File: src/sv/cdcs_pkg.sv
// Shared types, constants and the sigmoid table for the causal depthwise conv block.
// No dependencies; every other file imports this package.
`timescale 1ns / 1ps
`default_nettype none

package cdcs_pkg;

    // Default sizing, handed to the top level parameters
    localparam int CHANNELS_DEF    = 64;
    localparam int MAX_TAPS_DEF    = 4;
    localparam int MAX_SPACING_DEF = 4;

    // Transaction field widths
    localparam int OPCODE_W  = 2;
    localparam int CHANNEL_W = 6;
    localparam int TAP_W     = 2;
    localparam int VALUE_W   = 16;

    typedef enum logic [OPCODE_W-1:0] {
        OP_SAMPLE = 2'd0,
        OP_WEIGHT = 2'd1,
        OP_BIAS   = 2'd2,
        OP_CLEAR  = 2'd3
    } op_t;

    // APB register file
    localparam int PADDR_W   = 4;
    localparam int PDATA_W   = 32;
    localparam int REG_IDX_W = 2;
    localparam logic [REG_IDX_W-1:0] REG_TAPS    = 2'd0;
    localparam logic [REG_IDX_W-1:0] REG_SPACING = 2'd1;
    localparam logic [REG_IDX_W-1:0] REG_SILU    = 2'd2;

    localparam int TAPS_W    = 3;
    localparam int SPACING_W = 3;
    localparam logic [TAPS_W-1:0]    TAPS_RST    = 3'd4;
    localparam logic [SPACING_W-1:0] SPACING_RST = 3'd1;

    typedef struct packed {
        logic [TAPS_W-1:0]    taps_in_use;
        logic [SPACING_W-1:0] tap_spacing;
        logic                 silu_enable;
    } cfg_t;

    // Sequencer states
    typedef enum logic [3:0] {
        ST_INIT,
        ST_IDLE,
        ST_DECODE,
        ST_WIPE,
        ST_PREP,
        ST_ISSUE,
        ST_MUL,
        ST_ACC,
        ST_ROUND,
        ST_SIG,
        ST_SIGADD,
        ST_SILU,
        ST_SHIFT,
        ST_OUT
    } state_t;

    // Datapath widths
    localparam int ACC_W      = 40;           // Q.25 accumulator
    localparam int ACC_FRAC   = 14;           // Q.25 -> Q4.11
    localparam int Y_W        = ACC_W - ACC_FRAC;
    localparam int MUL_A_W    = Y_W;
    localparam int MUL_B_W    = 17;
    localparam int MUL_P_W    = MUL_A_W + MUL_B_W;
    localparam int SILU_SHIFT = 15;
    localparam int Z_W        = MUL_P_W - SILU_SHIFT;
    localparam int SIG_W      = 15;
    localparam int SIG_U_W    = 16;
    localparam int SIG_IDX_W  = 6;
    localparam int SIG_FRAC_W = 10;

    localparam logic signed [ACC_W-1:0]   ROUND_HALF  = 40'sd8192;
    localparam logic signed [MUL_P_W-1:0] SILU_HALF   = 43'sd16384;
    localparam logic signed [Y_W-1:0]     SIG_X_MIN   = -26'sd16384;
    localparam logic signed [Y_W-1:0]     SIG_X_MAX   = 26'sd16384;
    localparam logic signed [Y_W-1:0]     SIG_OFFSET  = 26'sd16384;
    localparam logic [SIG_U_W-1:0]        SIG_U_MAX   = 16'd32768;
    localparam logic signed [Z_W-1:0]     OUT_MAX     = 28'sd32767;
    localparam logic signed [Z_W-1:0]     OUT_MIN     = -28'sd32768;
    localparam logic signed [VALUE_W-1:0] OUT_MAX_16  = 16'sh7FFF;
    localparam logic signed [VALUE_W-1:0] OUT_MIN_16  = 16'sh8000;

    // Sigmoid in Q0.15 at half-unit steps from -8 to +8; beyond the end holds the top
    function automatic logic [SIG_W-1:0] sig_point(input logic [SIG_IDX_W-1:0] idx);
        case (idx)
            6'd0:    return 15'd11;
            6'd1:    return 15'd18;
            6'd2:    return 15'd30;
            6'd3:    return 15'd49;
            6'd4:    return 15'd81;
            6'd5:    return 15'd133;
            6'd6:    return 15'd219;
            6'd7:    return 15'd360;
            6'd8:    return 15'd589;
            6'd9:    return 15'd961;
            6'd10:   return 15'd1554;
            6'd11:   return 15'd2486;
            6'd12:   return 15'd3906;
            6'd13:   return 15'd5978;
            6'd14:   return 15'd8813;
            6'd15:   return 15'd12371;
            6'd16:   return 15'd16384;
            6'd17:   return 15'd20397;
            6'd18:   return 15'd23955;
            6'd19:   return 15'd26790;
            6'd20:   return 15'd28862;
            6'd21:   return 15'd30282;
            6'd22:   return 15'd31214;
            6'd23:   return 15'd31807;
            6'd24:   return 15'd32179;
            6'd25:   return 15'd32408;
            6'd26:   return 15'd32549;
            6'd27:   return 15'd32635;
            6'd28:   return 15'd32687;
            6'd29:   return 15'd32719;
            6'd30:   return 15'd32738;
            6'd31:   return 15'd32750;
            6'd32:   return 15'd32757;
            default: return 15'd32757;
        endcase
    endfunction

endpackage

`default_nettype wire

File: src/sv/cdcs_regs.sv
// APB configuration registers: taps_in_use, tap_spacing, silu_enable.
// Depends on cdcs_pkg.
`timescale 1ns / 1ps
`default_nettype none

module cdcs_regs
    import cdcs_pkg::*;
(
    input  logic               clk,
    input  logic               rst_n,
    input  logic               psel,
    input  logic               penable,
    input  logic               pwrite,
    input  logic [PADDR_W-1:0] paddr,
    input  logic [PDATA_W-1:0] pwdata,
    output logic [PDATA_W-1:0] prdata,
    output logic               pready,
    output cfg_t               cfg
);

    cfg_t                 cfg_reg;
    logic                 wr_en;
    logic [REG_IDX_W-1:0] reg_idx;

    assign pready  = 1'b1;
    assign wr_en   = psel & penable & pwrite;
    assign reg_idx = paddr[PADDR_W-1:2];
    assign cfg     = cfg_reg;

    always_ff @(posedge clk or negedge rst_n)
    begin
        if (!rst_n)
        begin
            cfg_reg.taps_in_use <= TAPS_RST;
            cfg_reg.tap_spacing <= SPACING_RST;
            cfg_reg.silu_enable <= 1'b0;
        end
        else if (wr_en)
        begin
            case (reg_idx)
                REG_TAPS:    cfg_reg.taps_in_use <= pwdata[TAPS_W-1:0];
                REG_SPACING: cfg_reg.tap_spacing <= pwdata[SPACING_W-1:0];
                REG_SILU:    cfg_reg.silu_enable <= pwdata[0];
                default:     ;
            endcase
        end
    end

    always_comb
    begin
        case (reg_idx)
            REG_TAPS:    prdata = PDATA_W'(cfg_reg.taps_in_use);
            REG_SPACING: prdata = PDATA_W'(cfg_reg.tap_spacing);
            REG_SILU:    prdata = PDATA_W'(cfg_reg.silu_enable);
            default:     prdata = '0;
        endcase
    end

endmodule

`default_nettype wire

File: config.mk
export PLATFORM = sky130hd
export DESIGN_NAME = cdcs_regs
export DESIGN_NICKNAME = d
export VERILOG_FILES = /design/src/sv/cdcs_pkg.sv /design/src/sv/cdcs_regs.sv
export SDC_FILE = /design/constraint.sdc
export NUM_CORES = 1
export LEC_CHECK = 0
export BUFFER_PORTS_ARGS = -buffer_cell sky130_fd_sc_hd__buf_2
export CAP_MARGIN = 30
export CORE_ASPECT_RATIO = 0.9
export CORE_UTILIZATION = 30
export CTS_BUF_LIST = sky130_fd_sc_hd__clkbuf_16
export CTS_CLUSTER_DIAMETER = 50
export DETAILED_ROUTE_END_ITERATION = 16
export GPL_ROUTABILITY_DRIVEN = 0
export GPL_TIMING_DRIVEN = 0
export PLACE_DENSITY_LB_ADDON = 0.1
export SLEW_MARGIN = 20
export SYNTH_ARGS = -nofsm -noshare
export SYNTH_HDL_FRONTEND = slang
export SYNTH_SLANG_ARGS = --single-unit
export TNS_END_PERCENT = 20
File: constraint.sdc
create_clock -name clk -period 1.36 [get_ports clk]
set_clock_uncertainty 0.2 [all_clocks]
set_input_delay 0.34 -clock clk [delete_from_list [all_inputs] [get_ports clk]]
set_output_delay 0.34 -clock clk [all_outputs]
set_load 0.05 [all_outputs]
==> results.sh <==
export IMPL_outcome="complete, but fails checks"
export IMPL_violations="setup timing"
export IMPL_clock_sinks=7
export IMPL_grt_pass1_vias=362
export IMPL_io_buffers=18
export IMPL_rsz0062_at_grt="true"
export IMPL_synth_seq_cells=7
export IMPL_end_kind="primary output"
export IMPL_grt_max_degree=8
export IMPL_finalPower_mw=1.63
export IMPL_routed_via_density=3.37
export IMPL_fillers=154
export IMPL_synth_flop_cell="dfrtp_1"
export IMPL_yosysUniqueCellTypes=15
export IMPL_path_class="reg -> out"
export IMPL_wl_per_cell_um=8.29
export IMPL_crit_slowest_cell="dfstp_2"
export IMPL_overflow=0
export IMPL_path_clk_slew_ps=30
export IMPL_synth_top_family_by_area="buffers and inverters"
export IMPL_start_kind="flip-flop"
export IMPL_critical_path_buf_inv_count=1
export IMPL_max_freq_mhz=601
export IMPL_cts_buffers=3
export IMPL_clockBufferDepth=2
export IMPL_max_cap_violations=0
export IMPL_crit_fanout=2
export IMPL_crit_path_start="cfg[1]"
export IMPL_min_from="pwdata[2]"
export IMPL_grt_pass1_wl_mm=1.59
export IMPL_tritoncts="built"
export IMPL_synth_mux_area_share_pct=20.3
export IMPL_hold_violations=0
export IMPL_netlist_area_leader_share_pct=38.1
export IMPL_routed_via_count=458
export IMPL_yosys_top_cells_count="30 x buf_4, 5 x dfrtp_1, 4 x mux2_2"
export IMPL_coreArea_um2=1750
export IMPL_finalWorstSetupSlack_ps=-303
export IMPL_htree_levels=1
export IMPL_netlist_area_um2=591
export IMPL_die_h_um=44.1
export IMPL_synth_simple_gate_area_share_pct=7.42
export IMPL_routed_wl_mm=1.13
export IMPL_drv_slew=0
export IMPL_finalCritPeriodShare_pct=122
export IMPL_reg2reg_depth=2
export IMPL_setup_viol=10
export IMPL_whs_ps=160
export IMPL_final_layout_size_suffix_gt1_share_pct=65.2
export IMPL_drcViolationCount=0
export IMPL_pin_count=81
export IMPL_min_path_type="in -> reg"
export IMPL_syn2layout_area_growth_pct=77.8
export IMPL_drt_iter0_markers=1
export IMPL_cpLargestDelayFamily="flip-flops"
export IMPL_crit_arrival_ps=1120
export IMPL_synth_fa_ha_area_share_pct=0
export IMPL_worstPathRequired_ps=820
export IMPL_synth_warnings=0
export IMPL_min_period_ps=1660
export IMPL_path_depth=3
export IMPL_initial_core_util_pct=33.7
export IMPL_row_count=14
export IMPL_r2r_start="cfg[5]"
export IMPL_leakage_nw=0.579
export IMPL_vdd_drop_max_mv=1.18
export IMPL_cts_root_buf="clkbuf_16"
export IMPL_synth_top_cell_by_area="buf_4"
export IMPL_hold_depth=2
export IMPL_synthTopCellsByArea="buf_4 38%, dfrtp_1 21%, dfstp_2 8.9%"
export IMPL_nets=154
export IMPL_dp_hpwl_um=860
export IMPL_place_ws_ps=-301
export IMPL_largest_reg_flops=7
export IMPL_async_reset_ff_share_pct=100
export IMPL_multi_input_area_um2=337
export IMPL_dr_pass1_iters=2
export IMPL_die_w_um=48.8
export IMPL_seq_area_um2=178
export IMPL_antenna_found_initial=0
export IMPL_synth_compound_area_share_pct=0.847
export IMPL_synth_most_common_cell="buf_4"
export IMPL_clk_latency_ps=230
export IMPL_postRouteAntennaNets=0
export IMPL_synth_edff_count=0
export IMPL_antennaDiodeCount=0
export IMPL_yosysSeqAreaShare_pct=30.1
export IMPL_grt_usage_pct=10.1
export IMPL_syn_avg_cell_area_um2=10.2
export IMPL_final_core_util_pct=59.9
export IMPL_path_cells="mux2i_2 > o21ai_4 > buf_8"
export IMPL_slowest_delay_ps=530
export IMPL_power_density_nw_per_um2=1550
export IMPL_synth_cells=58
export IMPL_synthXorXnorAreaFrac_pct=0
export IMPL_dieArea_um2=2150
[layer usage]
| layer | track usage [%] | wire [um] |
|---|---|---|
| met3 | 2.06 | 121 |
| met4 | 5.29 | 14 |
| met2 | 17.8 | 558 |
| met5 | 0 | 0 |
| met1 | 11.7 | 431 |
[layout make-up]
class                           count  area share (%)
Sequential cell                     7            16.9
Clock buffer                        3            7.15
Tap cell                           24            2.86
Clock inverter                      1           0.358
Buffer                             31            22.5
Multi-Input combinational cell     48            32.1
Timing Repair Buffer               22            18.1
[layout by cell type (no fill, tap or decap)]
cell	synthesis	routed
or3b_4	1	1
dlygate4sd3_1	0	1
inv_1	0	1
nor3b_1	1	1
buf_2	0	9
nand3_4	0	1
nor2_4	0	2
mux2_2	4	4
nand3b_1	1	1
clkbuf_16	0	3
buf_8	0	3
conb_1	2	30
nor3_2	0	1
mux2i_2	0	3
dfstp_2	2	2
dfrtp_1	5	5
buf_4	30	33
o21ai_4	0	1
mux2_4	3	3
buf_6	1	7
[through the flow]
stage / cell area [um2] / std cells / TNS [ps]
after CTS: 1030 / 136 / -1360
after global routing: 1050 / 136 / -1590
after floorplan: 726 / 86 / -1550
after global placement: 846 / 128 / -2130
after detailed placement: 846 / 128 / -2230
final: 1050 / 136 / -1330
[repair_timing]
action                                  4_1_cts  5_1_grt
gates resized for setup                      23        3
hold endpoints to repair                      7        0
endpoints found under the setup margin       15       11
gates cloned                                  0        0
pin swaps                                     2        0
hold buffers                                  1        0
buffers inserted                              3        0
[final timing paths]
path                        endpoint  slack [ps]
max reg2reg                   cfg[5]         260
min                           cfg[3]         160
min in group asynchronous     cfg[4]         270
max in group asynchronous     cfg[6]         460
min reg2reg                   cfg[0]         360
max                        prdata[0]        -300
[cell families after synthesis]
family,after synthesis
buf+inv,31
mux,10
flops,7
simple gates,7
other cells,2
compound gates,1
[report_power, final]
part	internal (mW)	switching, mW	total (mW)	leakage, nW
registers	0.269	0.0444	0.313	0.0823
clock network	0.381	0.102	0.484	0.0423
logic	0.305	0.528	0.832	0.455
total	0.955	0.674	1.63	0.579
No activity file was read; power rests on OpenSTA's default activity.
